==> config.mk <==
export PLATFORM = sky130hd
export DESIGN_NAME = sik_norm_cell
export DESIGN_NICKNAME = d
export VERILOG_FILES = /design/src/scara_inverse_kinematics_assert.svh /design/src/sik_pkg.sv /design/src/sik_norm_cell.sv
export SDC_FILE = /design/constraint.sdc
export NUM_CORES = 1
export LEC_CHECK = 0
export BUFFER_PORTS_ARGS = -buffer_cell sky130_fd_sc_hd__buf_4
export CORE_ASPECT_RATIO = 1.2
export CORE_MARGIN = 2
export CORE_UTILIZATION = 35
export CTS_BUF_LIST = sky130_fd_sc_hd__clkbuf_4 sky130_fd_sc_hd__clkbuf_8
export DETAILED_ROUTE_END_ITERATION = 12
export PLACE_DENSITY = 0.55
export SKIP_CTS_REPAIR_TIMING = 1
export SYNTH_ARGS = -nofsm -noshare
export SYNTH_HDL_FRONTEND = slang
export SYNTH_SLANG_ARGS = --single-unit
==> constraint.sdc <==
create_clock -name i_clk -period 3.3 [get_ports i_clk]
set_input_delay 0.495 -clock i_clk [delete_from_list [all_inputs] [get_ports i_clk]]
set_output_delay 0.495 -clock i_clk [all_outputs]
set_load 0.05 [all_outputs]
==> src/scara_inverse_kinematics_assert.svh <==
// assertion macros for the arm solver
// no dependencies; included by the top level only
`ifndef SCARA_INVERSE_KINEMATICS_ASSERT_SVH
`define SCARA_INVERSE_KINEMATICS_ASSERT_SVH

// same-cycle implication, checked outside reset
`define SIK_ASSERT_IMPLY(label, clk, rst_n, ante, cons) \
    label: assert property (@(posedge clk) disable iff (!(rst_n)) (ante) |-> (cons)) \
        else $error("sik assertion failed");

// next-cycle implication, checked outside reset
`define SIK_ASSERT_NEXT(label, clk, rst_n, ante, cons) \
    label: assert property (@(posedge clk) disable iff (!(rst_n)) (ante) |=> (cons)) \
        else $error("sik assertion failed");

`endif

==> src/sik_pkg.sv <==
// shared widths, codes, item structs and helper functions of the arm solver
// no dependencies
package sik_pkg;

    localparam int CORDIC_ITERATIONS_DEF = 16;
    localparam int ATAN_LEN   = 24;
    localparam int COORD_W    = 16;
    localparam int LINK_W     = 14;
    localparam int SPD_W      = 16;
    localparam int CFG_W      = 16;
    localparam int CFG_IDX_W  = 2;
    localparam int SHOULDER_W = 16;
    localparam int ELBOW_W    = 15;
    localparam int SQ_W       = 32;   // x^2 + y^2
    localparam int D_W        = 30;   // d^2 inside reach
    localparam int LSQ_W      = 28;   // link length squared
    localparam int REACH_W    = 30;   // (r1 + r2)^2
    localparam int LAW_W      = 32;   // law of cosines numerators
    localparam int REM_W      = 62;
    localparam int ROOT_W     = 31;
    localparam int TRIAL_W    = 64;
    localparam int MAG_W      = 30;
    localparam int NORM_STEPS = 5;
    localparam int CX_W       = 33;
    localparam int Z_W        = 28;
    localparam int ANG_W      = 30;
    localparam int PROD_W     = ANG_W + SPD_W + 1;
    localparam int STEP_SHIFT = 28;

    localparam logic [LINK_W-1:0] FIRST_LINK_RST  = 14'd4736;
    localparam logic [LINK_W-1:0] SECOND_LINK_RST = 14'd5131;
    localparam logic [SPD_W-1:0]  SPD_RST         = 16'd23029;

    // atan(2^-i) in Q.20 degrees
    localparam logic signed [Z_W-1:0] ATAN_Q20 [ATAN_LEN] = '{
        28'sd47185920, 28'sd27855475, 28'sd14718068, 28'sd7471121,
        28'sd3750058,  28'sd1876857,  28'sd938658,   28'sd469357,
        28'sd234682,   28'sd117342,   28'sd58671,    28'sd29335,
        28'sd14668,    28'sd7334,     28'sd3667,     28'sd1833,
        28'sd917,      28'sd458,      28'sd229,      28'sd115,
        28'sd57,       28'sd29,       28'sd14,       28'sd7
    };
    localparam logic signed [ANG_W-1:0] ANGLE_180 = 30'sd188743680;

    typedef enum logic [1:0] {
        ST_SOLVED       = 2'd0,
        ST_OUT_OF_REACH = 2'd1,
        ST_AT_ORIGIN    = 2'd2
    } t_status;

    typedef enum logic [CFG_IDX_W-1:0] {
        REG_FIRST_LINK    = 2'd0,
        REG_SECOND_LINK   = 2'd1,
        REG_STEPS_PER_DEG = 2'd2
    } t_cfg_reg;

    typedef struct packed {
        logic [LSQ_W-1:0]   r1s;
        logic [LSQ_W-1:0]   r2s;
        logic [REACH_W-1:0] sum2;
        logic [LSQ_W-1:0]   diff2;
        logic [REM_W-1:0]   den2;
    } t_link_terms;

    typedef struct packed {
        logic [REM_W-1:0]  rem;
        logic [ROOT_W-1:0] root;
    } t_sqrt_lane;

    typedef struct packed {
        t_sqrt_lane [1:0]           lane;
        t_status                    status;
        logic signed [COORD_W-1:0]  x;
        logic signed [COORD_W-1:0]  y;
        logic signed [LAW_W-1:0]    m;
        logic signed [LAW_W-1:0]    n;
    } t_sqrt_item;

    typedef struct packed {
        logic [MAG_W-1:0] ux;
        logic [MAG_W-1:0] uy;
        logic             neg_x;
        logic             neg_y;
        logic             zero;
    } t_norm_lane;

    typedef struct packed {
        t_norm_lane [2:0] lane;
        t_status          status;
    } t_norm_item;

    typedef struct packed {
        logic signed [CX_W-1:0] cx;
        logic signed [CX_W-1:0] cy;
        logic signed [Z_W-1:0]  z;
        logic                   neg_x;
        logic                   neg_y;
        logic                   zero;
    } t_rot_lane;

    typedef struct packed {
        t_rot_lane [2:0] lane;
        t_status         status;
    } t_rot_item;

    typedef struct packed {
        logic signed [SHOULDER_W-1:0] shoulder;
        logic [ELBOW_W-1:0]           elbow;
        t_status                      status;
    } t_result;

    // magnitudes and signs of a vector, coarse scaled below 2^30
    function automatic t_norm_lane prep_lane(input logic signed [LAW_W-1:0] px,
                                             input logic signed [LAW_W-1:0] py);
        logic [LAW_W-1:0] ax;
        logic [LAW_W-1:0] ay;
        logic [LAW_W-1:0] mx;
        t_norm_lane       l;
        ax = px[LAW_W-1] ? $unsigned(-px) : $unsigned(px);
        ay = py[LAW_W-1] ? $unsigned(-py) : $unsigned(py);
        mx = (ax > ay) ? ax : ay;
        if (mx[LAW_W-1]) begin
            l.ux = MAG_W'(ax >> 2);
            l.uy = MAG_W'(ay >> 2);
        end else if (mx[LAW_W-2]) begin
            l.ux = MAG_W'(ax >> 1);
            l.uy = MAG_W'(ay >> 1);
        end else begin
            l.ux = MAG_W'(ax);
            l.uy = MAG_W'(ay);
        end
        l.neg_x = px[LAW_W-1];
        l.neg_y = py[LAW_W-1];
        l.zero  = (mx == '0);
        return l;
    endfunction

    function automatic t_rot_lane to_rot(input t_norm_lane l);
        t_rot_lane r;
        r.cx    = $signed({{(CX_W-MAG_W){1'b0}}, l.ux});
        r.cy    = $signed({{(CX_W-MAG_W){1'b0}}, l.uy});
        r.z     = '0;
        r.neg_x = l.neg_x;
        r.neg_y = l.neg_y;
        r.zero  = l.zero;
        return r;
    endfunction

    // first-quadrant angle back to the full circle
    function automatic logic signed [ANG_W-1:0] restore(input t_rot_lane l);
        logic signed [ANG_W-1:0] t;
        t = ANG_W'(l.z);
        if (l.neg_x) begin
            t = ANGLE_180 - t;
        end
        if (l.neg_y) begin
            t = -t;
        end
        if (l.zero) begin
            t = '0;
        end
        return t;
    endfunction

endpackage

==> src/sik_norm_cell.sv <==
// one step of the leading-bit normalization on three vectors
// depends on sik_pkg
module sik_norm_cell import sik_pkg::*; #(
    parameter int SHIFT = 1
) (
    input  logic       i_clk,
    input  logic       i_rst_n,
    input  logic       i_en,
    input  logic       i_valid,
    input  t_norm_item i_item,
    output logic       o_valid,
    output t_norm_item o_item
);

    logic       r_valid;
    t_norm_item r_item, n_item;

    always_comb begin
        logic [MAG_W-1:0] mx;
        n_item = i_item;
        for (int l = 0; l < 3; l++) begin
            mx = (i_item.lane[l].ux > i_item.lane[l].uy) ? i_item.lane[l].ux
                                                         : i_item.lane[l].uy;
            // shift while the larger side stays below 2^30
            if (mx[MAG_W-1 -: SHIFT] == '0) begin
                n_item.lane[l].ux = i_item.lane[l].ux << SHIFT;
                n_item.lane[l].uy = i_item.lane[l].uy << SHIFT;
            end
        end
    end

    always_ff @(posedge i_clk) begin
        if (!i_rst_n) begin
            r_valid <= 1'b0;
        end else if (i_en) begin
            r_valid <= i_valid;
        end
    end

    always_ff @(posedge i_clk) begin
        if (i_en) begin
            r_item <= n_item;
        end
    end

    assign o_valid = r_valid;
    assign o_item  = r_item;

endmodule

==> impl_metrics.yaml <==
logic_synthesis:
  synthTopCellsByArea: "edfxtp_1 (39%), a211oi_1 (13%), a311o_1 (11%)"
  yosys_warnings: 0
  synthArstFlopShare_pct: 0
  synth.distinct_cells: 48
  syn_inst: 1659
  synth_area_leader_cell: "edfxtp_1"
  synth-main-ff-cell: "edfxtp_1"
  synth_seq_cells: 192
  synth_edf_count: 191
  synth_seq_area_share_pct: 39.0
  yosys.area.top_type_share_pct: 38.8
  avgSynthCellArea_um2: 8.91
  synth_fp_nets: 1944
  syn_area_mm2: 0.0148
critical_path:
  cp_num_cells: 11
  reg2reg_slack_ns: 2.69
  crit_start: "i_item[143]"
  critPathMostFrequentCell: "buf_4"
  crit_chain: "buf_4 -> inv_1 -> ha_1 -> nand4_1 -> nor4_1 -> buf_4 -> and3_1 -> a31o_4 -> nand2_2 -> buf_4 -> a311o_1"
  worst-path-buf-inv: 4
  slowest_stage: "a311o_1"
  crit_path_max_incr_delay_ns: 0.38
  end_kind: "register"
  cp.required_ns: 3.59
  r2r_start: "o_valid"
  path_max_fanout: 19
  cp-endpoint: "o_item[170]"
  worst_r2r_endpoint: "o_valid"
  arrival_ns: 2.94
  crit_family: "simple AND/OR/NAND/NOR gates"
  critPathKind: "in2reg"
  rr_worst_depth: 2
  critPathLaunchType: "primary input"
power_and_ir_drop:
  p_leak_nw: 7.61
  powerDensity_mw_per_mm2: 455
  power.total_mw: 8.58
  irDropWorstVdd_mv: 0.261
run:
  maxCapViolCount: 0
floorplan:
  rows: 82
  core_area_mm2: 0.0418
  die_area_mm2: 0.0439
  die_x_um: 192
  start_util_pct: 35.4
  die_h_um: 229
  boundaryPins: 387
cells_and_area:
  fillerInstances: 4086
  layout.cells.non_filler: 2517
  final_common_cell: "buf_4"
  final_area_mm2: 0.0189
  areaGrowthSynthToFinish_pct: 27.6
  mostFrequentLayoutCells: "buf_4 (422), nand2_1 (387), a211oi_1 (254), edfxtp_1 (191), a311o_1 (168)"
  final_layout_size_suffix_gt1_share_pct: 25.3
  utilization_pct: 45.1
  nets: 2240
clocking:
  cts_sinks: 192
  cts_root_buf: "clkbuf_8"
  h-tree-depth: 4
  cts.clk_slew.worst_paths_ns: 0.10
  cts_tree: "yes"
  cts_buffer_depth: 2
  cts-buffers-inserted: 17
  insertion_delay_ns: 0.54
sta:
  setup_ws_ns: 0.652
  final_hold_viol_count: 0
  maxSlewViolCount: 0
  fin_crit_ns: 2.65
  fmax_ghz: 0.378
  setup_viol: 0
  skew_ns: 0
  tightestPinTransition_ns: 1.01
  timing.final.crit_share_pct: 80.2
  holdWs_ns: 0.126
  relSlewSlack_pct: 33.0
  fin_setup_tns_ns: 0
  rsz0062_at_grt: "false"
routing:
  drt-total-wl_um: 55100
  vias: 14900
  wl_per_cell_um: 21.9
  drtAntennaViolNets: 0
  viasPerCell: 5.90
  drc_errors: 0
  drt_iter0_markers: 949
  firstDrtPassIters: 6
place:
  gp_congestion: 0.857
  place_inst: 2482
  post-dp-hpwl_um: 38200
  pre_cts_ws_ns: 0.0690
  port_buffers: 386
  postPlaceCellArea_mm2: 0.0184
global_route:
  grt_start_max_net_pins: 117
  antenna_found_initial: 7
  grt_usage_pct: 24.4
  grt.overflow.total: 0
  grt_pass1_wl_um: 83700
  grt_pass1_vias: 14200
worst_hold_path:
  min_path_type: "in2reg"
status:
  status: "finished, final reports clean"
## worst register-to-register path, delay by kind of cell (launching register included)
family           cells  cell delay, ns
multiplexers         1            0.12
flip-flops           1            0.33
AND/OR/NAND/NOR      1            0.06
## layer usage
| metal | vias up | routed length (µm) | GRT usage, % |
|---|---|---|---|
| li1 | 6939 | - | - |
| met1 | 7242 | 22100 | 30.5 |
| met2 | 580 | 26700 | 39.9 |
| met3 | 86 | 4240 | 5.68 |
| met4 | 8 | 2000 | 11.0 |
| met5 | - | 60 | 0 |
## worst min-delay path by stage
stage	from	to	cells past startpoint
2_1_floorplan	i_item[0]	o_item[0]	0
3_3_place_gp	o_valid	o_valid	2
3_5_place_dp	o_valid	o_valid	2
4_1_cts	i_item[65]	o_item[65]	1
5_1_grt	i_item[0]	o_item[0]	1
6_report	i_item[129]	o_item[129]	1
## cells in the mapped netlist (all sizes together) (2+ instances only)
library cell,count
nand2,390
a211oi,254
edfxtp,191
a311o,169
a21oi,127
clkbuf,116
inv,98
ha,90
nand2b,61
buf,51
nand4,19
o21ai,15
nand3,11
nor2,11
nor4,8
a21boi,7
o21a,6
o31ai,5
a21o,3
a221oi,3
nor3,3
and3,2
nor2b,2
## logic make-up (layout without fill, tap and decap cells)
| group | after synthesis | count (layout) | synth area share, % |
|---|---|---|---|
| buf+inv | 265 | 574 | 7.32 |
| mux | 1 | 1 | 0.0677 |
| other cells | 0 | 3 | 0 |
| compound gates | 602 | 602 | 31.3 |
| simple gates | 509 | 509 | 14.7 |
| fa+ha+maj | 90 | 90 | 7.62 |
| flops | 192 | 192 | 39.0 |
## power breakdown
group	total [mW]	internal, mW	switching (mW)
sequential	3.21	3.08	0.124
clock	1.79	0.832	0.961
combinational	3.58	1.20	2.38
## area by class of cell
class                      instances  area [µm²]  area share [%]
antenna                            3        7.51          0.0398
multi-input combinational       1202        8010            42.5
sequential                       192        5760            30.5
clock inverter                    14         185           0.982
timing repair buffer             444        3600            19.1
inverter                          98         368            1.95
clock buffer                      18         241            1.28
tap                              546         683            3.62
## registers in the layout (all words and copies together) (netlist names)
register / count
o_item: 191
o_valid: 1
Note: power is estimated with default switching activity, not from simulation.
