### src/scara_inverse_kinematics_assert.svh
// assertion macros for the arm solver
// no dependencies; included by the top level only
`ifndef SCARA_INVERSE_KINEMATICS_ASSERT_SVH
`define SCARA_INVERSE_KINEMATICS_ASSERT_SVH

// same-cycle implication, checked outside reset
`define SIK_ASSERT_IMPLY(label, clk, rst_n, ante, cons) \
    label: assert property (@(posedge clk) disable iff (!(rst_n)) (ante) |-> (cons)) \
        else $error("sik assertion failed");

// next-cycle implication, checked outside reset
`define SIK_ASSERT_NEXT(label, clk, rst_n, ante, cons) \
    label: assert property (@(posedge clk) disable iff (!(rst_n)) (ante) |=> (cons)) \
        else $error("sik assertion failed");

`endif

### src/sik_pkg.sv
// shared widths, codes, item structs and helper functions of the arm solver
// no dependencies
package sik_pkg;

    localparam int CORDIC_ITERATIONS_DEF = 16;
    localparam int ATAN_LEN   = 24;
    localparam int COORD_W    = 16;
    localparam int LINK_W     = 14;
    localparam int SPD_W      = 16;
    localparam int CFG_W      = 16;
    localparam int CFG_IDX_W  = 2;
    localparam int SHOULDER_W = 16;
    localparam int ELBOW_W    = 15;
    localparam int SQ_W       = 32;   // x^2 + y^2
    localparam int D_W        = 30;   // d^2 inside reach
    localparam int LSQ_W      = 28;   // link length squared
    localparam int REACH_W    = 30;   // (r1 + r2)^2
    localparam int LAW_W      = 32;   // law of cosines numerators
    localparam int REM_W      = 62;
    localparam int ROOT_W     = 31;
    localparam int TRIAL_W    = 64;
    localparam int MAG_W      = 30;
    localparam int NORM_STEPS = 5;
    localparam int CX_W       = 33;
    localparam int Z_W        = 28;
    localparam int ANG_W      = 30;
    localparam int PROD_W     = ANG_W + SPD_W + 1;
    localparam int STEP_SHIFT = 28;

    localparam logic [LINK_W-1:0] FIRST_LINK_RST  = 14'd4736;
    localparam logic [LINK_W-1:0] SECOND_LINK_RST = 14'd5131;
    localparam logic [SPD_W-1:0]  SPD_RST         = 16'd23029;

    // atan(2^-i) in Q.20 degrees
    localparam logic signed [Z_W-1:0] ATAN_Q20 [ATAN_LEN] = '{
        28'sd47185920, 28'sd27855475, 28'sd14718068, 28'sd7471121,
        28'sd3750058,  28'sd1876857,  28'sd938658,   28'sd469357,
        28'sd234682,   28'sd117342,   28'sd58671,    28'sd29335,
        28'sd14668,    28'sd7334,     28'sd3667,     28'sd1833,
        28'sd917,      28'sd458,      28'sd229,      28'sd115,
        28'sd57,       28'sd29,       28'sd14,       28'sd7
    };
    localparam logic signed [ANG_W-1:0] ANGLE_180 = 30'sd188743680;

    typedef enum logic [1:0] {
        ST_SOLVED       = 2'd0,
        ST_OUT_OF_REACH = 2'd1,
        ST_AT_ORIGIN    = 2'd2
    } t_status;

    typedef enum logic [CFG_IDX_W-1:0] {
        REG_FIRST_LINK    = 2'd0,
        REG_SECOND_LINK   = 2'd1,
        REG_STEPS_PER_DEG = 2'd2
    } t_cfg_reg;

    typedef struct packed {
        logic [LSQ_W-1:0]   r1s;
        logic [LSQ_W-1:0]   r2s;
        logic [REACH_W-1:0] sum2;
        logic [LSQ_W-1:0]   diff2;
        logic [REM_W-1:0]   den2;
    } t_link_terms;

    typedef struct packed {
        logic [REM_W-1:0]  rem;
        logic [ROOT_W-1:0] root;
    } t_sqrt_lane;

    typedef struct packed {
        t_sqrt_lane [1:0]           lane;
        t_status                    status;
        logic signed [COORD_W-1:0]  x;
        logic signed [COORD_W-1:0]  y;
        logic signed [LAW_W-1:0]    m;
        logic signed [LAW_W-1:0]    n;
    } t_sqrt_item;

    typedef struct packed {
        logic [MAG_W-1:0] ux;
        logic [MAG_W-1:0] uy;
        logic             neg_x;
        logic             neg_y;
        logic             zero;
    } t_norm_lane;

    typedef struct packed {
        t_norm_lane [2:0] lane;
        t_status          status;
    } t_norm_item;

    typedef struct packed {
        logic signed [CX_W-1:0] cx;
        logic signed [CX_W-1:0] cy;
        logic signed [Z_W-1:0]  z;
        logic                   neg_x;
        logic                   neg_y;
        logic                   zero;
    } t_rot_lane;

    typedef struct packed {
        t_rot_lane [2:0] lane;
        t_status         status;
    } t_rot_item;

    typedef struct packed {
        logic signed [SHOULDER_W-1:0] shoulder;
        logic [ELBOW_W-1:0]           elbow;
        t_status                      status;
    } t_result;

    // magnitudes and signs of a vector, coarse scaled below 2^30
    function automatic t_norm_lane prep_lane(input logic signed [LAW_W-1:0] px,
                                             input logic signed [LAW_W-1:0] py);
        logic [LAW_W-1:0] ax;
        logic [LAW_W-1:0] ay;
        logic [LAW_W-1:0] mx;
        t_norm_lane       l;
        ax = px[LAW_W-1] ? $unsigned(-px) : $unsigned(px);
        ay = py[LAW_W-1] ? $unsigned(-py) : $unsigned(py);
        mx = (ax > ay) ? ax : ay;
        if (mx[LAW_W-1]) begin
            l.ux = MAG_W'(ax >> 2);
            l.uy = MAG_W'(ay >> 2);
        end else if (mx[LAW_W-2]) begin
            l.ux = MAG_W'(ax >> 1);
            l.uy = MAG_W'(ay >> 1);
        end else begin
            l.ux = MAG_W'(ax);
            l.uy = MAG_W'(ay);
        end
        l.neg_x = px[LAW_W-1];
        l.neg_y = py[LAW_W-1];
        l.zero  = (mx == '0);
        return l;
    endfunction

    function automatic t_rot_lane to_rot(input t_norm_lane l);
        t_rot_lane r;
        r.cx    = $signed({{(CX_W-MAG_W){1'b0}}, l.ux});
        r.cy    = $signed({{(CX_W-MAG_W){1'b0}}, l.uy});
        r.z     = '0;
        r.neg_x = l.neg_x;
        r.neg_y = l.neg_y;
        r.zero  = l.zero;
        return r;
    endfunction

    // first-quadrant angle back to the full circle
    function automatic logic signed [ANG_W-1:0] restore(input t_rot_lane l);
        logic signed [ANG_W-1:0] t;
        t = ANG_W'(l.z);
        if (l.neg_x) begin
            t = ANGLE_180 - t;
        end
        if (l.neg_y) begin
            t = -t;
        end
        if (l.zero) begin
            t = '0;
        end
        return t;
    endfunction

endpackage

### src/sik_sqrt_cell.sv
// one root bit of two integer square roots, with the item riding along
// depends on sik_pkg
module sik_sqrt_cell import sik_pkg::*; #(
    parameter int K = 0
) (
    input  logic       i_clk,
    input  logic       i_rst_n,
    input  logic       i_en,
    input  logic       i_valid,
    input  t_sqrt_item i_item,
    output logic       o_valid,
    output t_sqrt_item o_item
);

    logic       r_valid;
    t_sqrt_item r_item, n_item;

    always_comb begin
        logic [TRIAL_W-1:0] trial;
        n_item = i_item;
        for (int l = 0; l < 2; l++) begin
            // (2q + 2^k) * 2^k, bits of q and the new bit do not overlap
            trial = (TRIAL_W'(i_item.lane[l].root) << (K + 1))
                  | (TRIAL_W'(1) << (2 * K));
            if ({{(TRIAL_W-REM_W){1'b0}}, i_item.lane[l].rem} >= trial) begin
                n_item.lane[l].rem  = i_item.lane[l].rem - REM_W'(trial);
                n_item.lane[l].root = i_item.lane[l].root | (ROOT_W'(1) << K);
            end
        end
    end

    always_ff @(posedge i_clk) begin
        if (!i_rst_n) begin
            r_valid <= 1'b0;
        end else if (i_en) begin
            r_valid <= i_valid;
        end
    end

    always_ff @(posedge i_clk) begin
        if (i_en) begin
            r_item <= n_item;
        end
    end

    assign o_valid = r_valid;
    assign o_item  = r_item;

endmodule

### config.mk
export PLATFORM = sky130hd
export DESIGN_NAME = sik_sqrt_cell
export DESIGN_NICKNAME = d
export VERILOG_FILES = /design/src/scara_inverse_kinematics_assert.svh /design/src/sik_pkg.sv /design/src/sik_sqrt_cell.sv
export SDC_FILE = /design/constraint.sdc
export NUM_CORES = 1
export LEC_CHECK = 0
export BUFFER_PORTS_ARGS = -buffer_cell sky130_fd_sc_hd__buf_2
export CAP_MARGIN = 20
export CORE_AREA = 2 2 220 222
export CTS_CLUSTER_SIZE = 28
export DETAILED_ROUTE_END_ITERATION = 10
export DIE_AREA = 0 0 222 224
export PLACE_DENSITY_LB_ADDON = 0.05
export SLEW_MARGIN = 20
export SYNTH_ARGS = -nofsm -noshare
export SYNTH_HDL_FRONTEND = slang
export SYNTH_SLANG_ARGS = --single-unit
### constraint.sdc
create_clock -name i_clk -period 6.5 [get_ports i_clk]
set_clock_uncertainty 0.05 [all_clocks]
set_input_delay 0.325 -clock i_clk [delete_from_list [all_inputs] [get_ports i_clk]]
set_output_delay 0.325 -clock i_clk [all_outputs]
set_load 0.01 [all_outputs]
==> results.txt <==
GRT Total Usage - 0.200
Setup TNS - 0 ps
Crit path max fanout - 59
H-tree Lvls - 2
CTS tree - done
# DRC - 0
Syn avg cell area - 11.8 sq um
EDFF count, synth - 284
Power Density - 252 mW/mm^2
Crit path DAT - 4380 ps
Clock sink count - 285
DRT iter0 DRCs - 632
Vias - 12443
Total Wirelength - 51.3 mm
Antenna-violating nets left - 0
WL/cell - 19.6 um
Io pins - 573
Clk buf depth - 3
Synth Register Bits - 285
WP data required - 6720 ps
RSZ-0062 raised after global routing - false
Worst slew pin tran - 1000 ps
Design Power - 5.27 mW
Area Growth Syn to Fin - 43.3%
Hold Path Stages - 3
Vias per cell - 4.75
Initial DRT Pass Iterations - 5
Post-synth ARST share - 0
Maximum VDD drop - 0.174 mV
TritonCTS Buffers - 36
Total gr overflow - 0
Initial Util - 0.308
Post-Syn Nets - 1585
Fmax - 0.240 GHz
First-pass GRT wire length - 76.4 mm
Core outline area - 0.0473 sq mm
Skew-Pair Late Insertion Delay - 540 ps
Top_reg_cell synth - edfxtp_1
Die Footprint - 0.0497 sq mm
Placed insts - 2382
Initial antenna violation count - 13
Count of final hold-check violations - 0
Clock slew at reported path FFs - 60 ps
Max_cap viols - 0
Hold Crit Class - input pin to register
CTS Root Cell - clkbuf_16
Area of the mapped netlist - 0.0146 sq mm
Slew HR - 0.329
CP startpoint kind - input pin
GP Congestion - 0.819
Synth Warn # - 0
Finish-stage setup viols - 0
Gate Count Post-Synth - 1231
Die height - 224 um
Distinct cells, synth - 63
Crit path kind - input pin to register
Status - finished, final reports clean
Die X - 222 um
Cells on worst reg2reg path - 3
LEAKAGE - 8.88 nW
Post-DP HPWL - 39.8 mm
Layout cell share with drive strength beyond 1 - 0.331
Row cnt - 80
Max Slew Vio Count - 0
Nets@finish - 2328
Cell Count, Final, Fillers Out - 2617
Crit. End Element - register
Tmin final - 4160 ps
Vias in the first global route - 12656
Largest net degree at the start of global routing - 106
Final Cycle Share - 0.640
I/O Buffers - 572
Seq/Total Area, Yosys - 0.587
[stage by stage]
step,hold slack [ps],util,worst slack (ps),area (sq um)
after global placement,445,0.382,2160,18100
after detailed placement,453,0.382,2100,18100
after global routing,3.23,0.441,2040,20900
after floorplan,374,-,3280,14600
final,34.1,0.441,2340,20900
after CTS,0.580,0.441,2350,20900
[cell usage in the layout, fill, tap and decap left out, types with 36 or more instances in the layout]
master | synthesis | layout
buf_2 | 8 | 571
o21ai_0 | 66 | 66
a21oi_1 | 94 | 94
clkbuf_16 | 0 | 36
ha_1 | 64 | 64
nand2_1 | 93 | 93
edfxtp_1 | 284 | 284
xnor2_1 | 58 | 58
dlygate4sd3_1 | 0 | 169
xor2_1 | 60 | 60
nor2_1 | 78 | 78
inv_1 | 85 | 85
[critical path, stage by stage]
cell,delay [ps]
dlygate4sd3_1,530
buf_2,140
inv_1,80
ha_1,370
nand2_1,110
o211ai_1,380
a211o_1,300
a2bb2oi_1,150
o211ai_1,390
a31o_2,270
buf_4,550
nand3_4,260
nor4_1,380
xor2_1,130
[cells in the mapped netlist, drive strengths merged, types with 3 or more instances]
| master | count | area share |
|---|---|---|
| edfxtp | 284 | 0.59 |
| a21oi | 94 | 0.032 |
| nand2 | 93 | 0.024 |
| inv | 85 | 0.022 |
| nor2 | 79 | 0.021 |
| o21ai | 71 | 0.024 |
| ha | 64 | 0.055 |
| xor2 | 60 | 0.036 |
| xnor2 | 58 | 0.035 |
| a21o | 32 | 0.016 |
| nand4 | 29 | 0.012 |
| clkbuf | 28 | 0.0072 |
| nor3 | 28 | 0.0096 |
| nor4 | 24 | 0.013 |
| nand3 | 21 | 0.0081 |
| buf | 14 | 0.0061 |
| o21bai | 14 | 0.0072 |
| or3 | 14 | 0.0060 |
| or4 | 13 | 0.0070 |
| mux2 | 12 | 0.0093 |
| a31oi | 11 | 0.0047 |
| nand2b | 9 | 0.0039 |
| o21a | 9 | 0.0046 |
| a211oi | 8 | 0.0041 |
| nor2b | 8 | 0.0034 |
| o31ai | 8 | 0.0041 |
| or2 | 7 | 0.0030 |
| and3 | 6 | 0.0026 |
| o211ai | 6 | 0.0031 |
| a221oi | 4 | 0.0024 |
| and4 | 4 | 0.0024 |
| nand4b | 4 | 0.0024 |
| a2111oi | 3 | 0.0018 |
| a21boi | 3 | 0.0015 |
[routing by layer]
layer  track usage  routed length, um  up-vias
met5             0                 83        -
met4        0.0565               1180       14
met3        0.0557               3370       88
met2         0.346              25500      389
met1         0.245              21300     5880
li1              -                  -     6072
[worst paths after layout]
| kind | startpoint | end | slack (ps) |
|---|---|---|---|
| hold reg to reg | o_valid | o_valid | 1010 |
| setup / recovery | i_item[101] | o_item[177] | 2340 |
| hold / removal | i_item[234] | o_item[234] | 30 |
| setup reg to reg | o_valid | o_valid | 5310 |
[report_power, final]
part	switching, mW	internal, mW
Combinational	0.599	0.453
Sequential	0.0481	2.24
Clock	0.793	1.14
Total	1.44	3.83
[final cells by class]
cell class / count / area [sq um]
timing repair buffer: 747 / 4610
tap: 615 / 769
sequential: 285 / 8550
antenna: 6 / 15.0
clock buffer: 43 / 927
fill: 4619 / 26500
clock inverter: 17 / 179
inverter: 85 / 319
multi-input combinational: 819 / 5520
[flip-flops by register name, indices dropped and copies added, names as in the netlist]
register and count:
o_valid 1, o_item 284
[cells by family (layout without fill, tap and decap cells)]
logic type	Yosys count	after routing	synth area share
simple gates	345	345	0.123
flops	285	285	0.587
compound gates	277	277	0.117
buf+inv	127	892	0.0352
xor+xnor	118	118	0.0709
fa+ha+maj	66	66	0.0577
mux	13	13	0.00996
other cells	0	6	0
[repair_timing]
| action | 4_1_cts | 5_1_grt |
|---|---|---|
| buffers inserted | 0 | 0 |
| gates resized for setup | 0 | 0 |
| hold buffers | 169 | 0 |
| hold endpoints to repair | 168 | 0 |
Power figures use the tool's default switching activity.
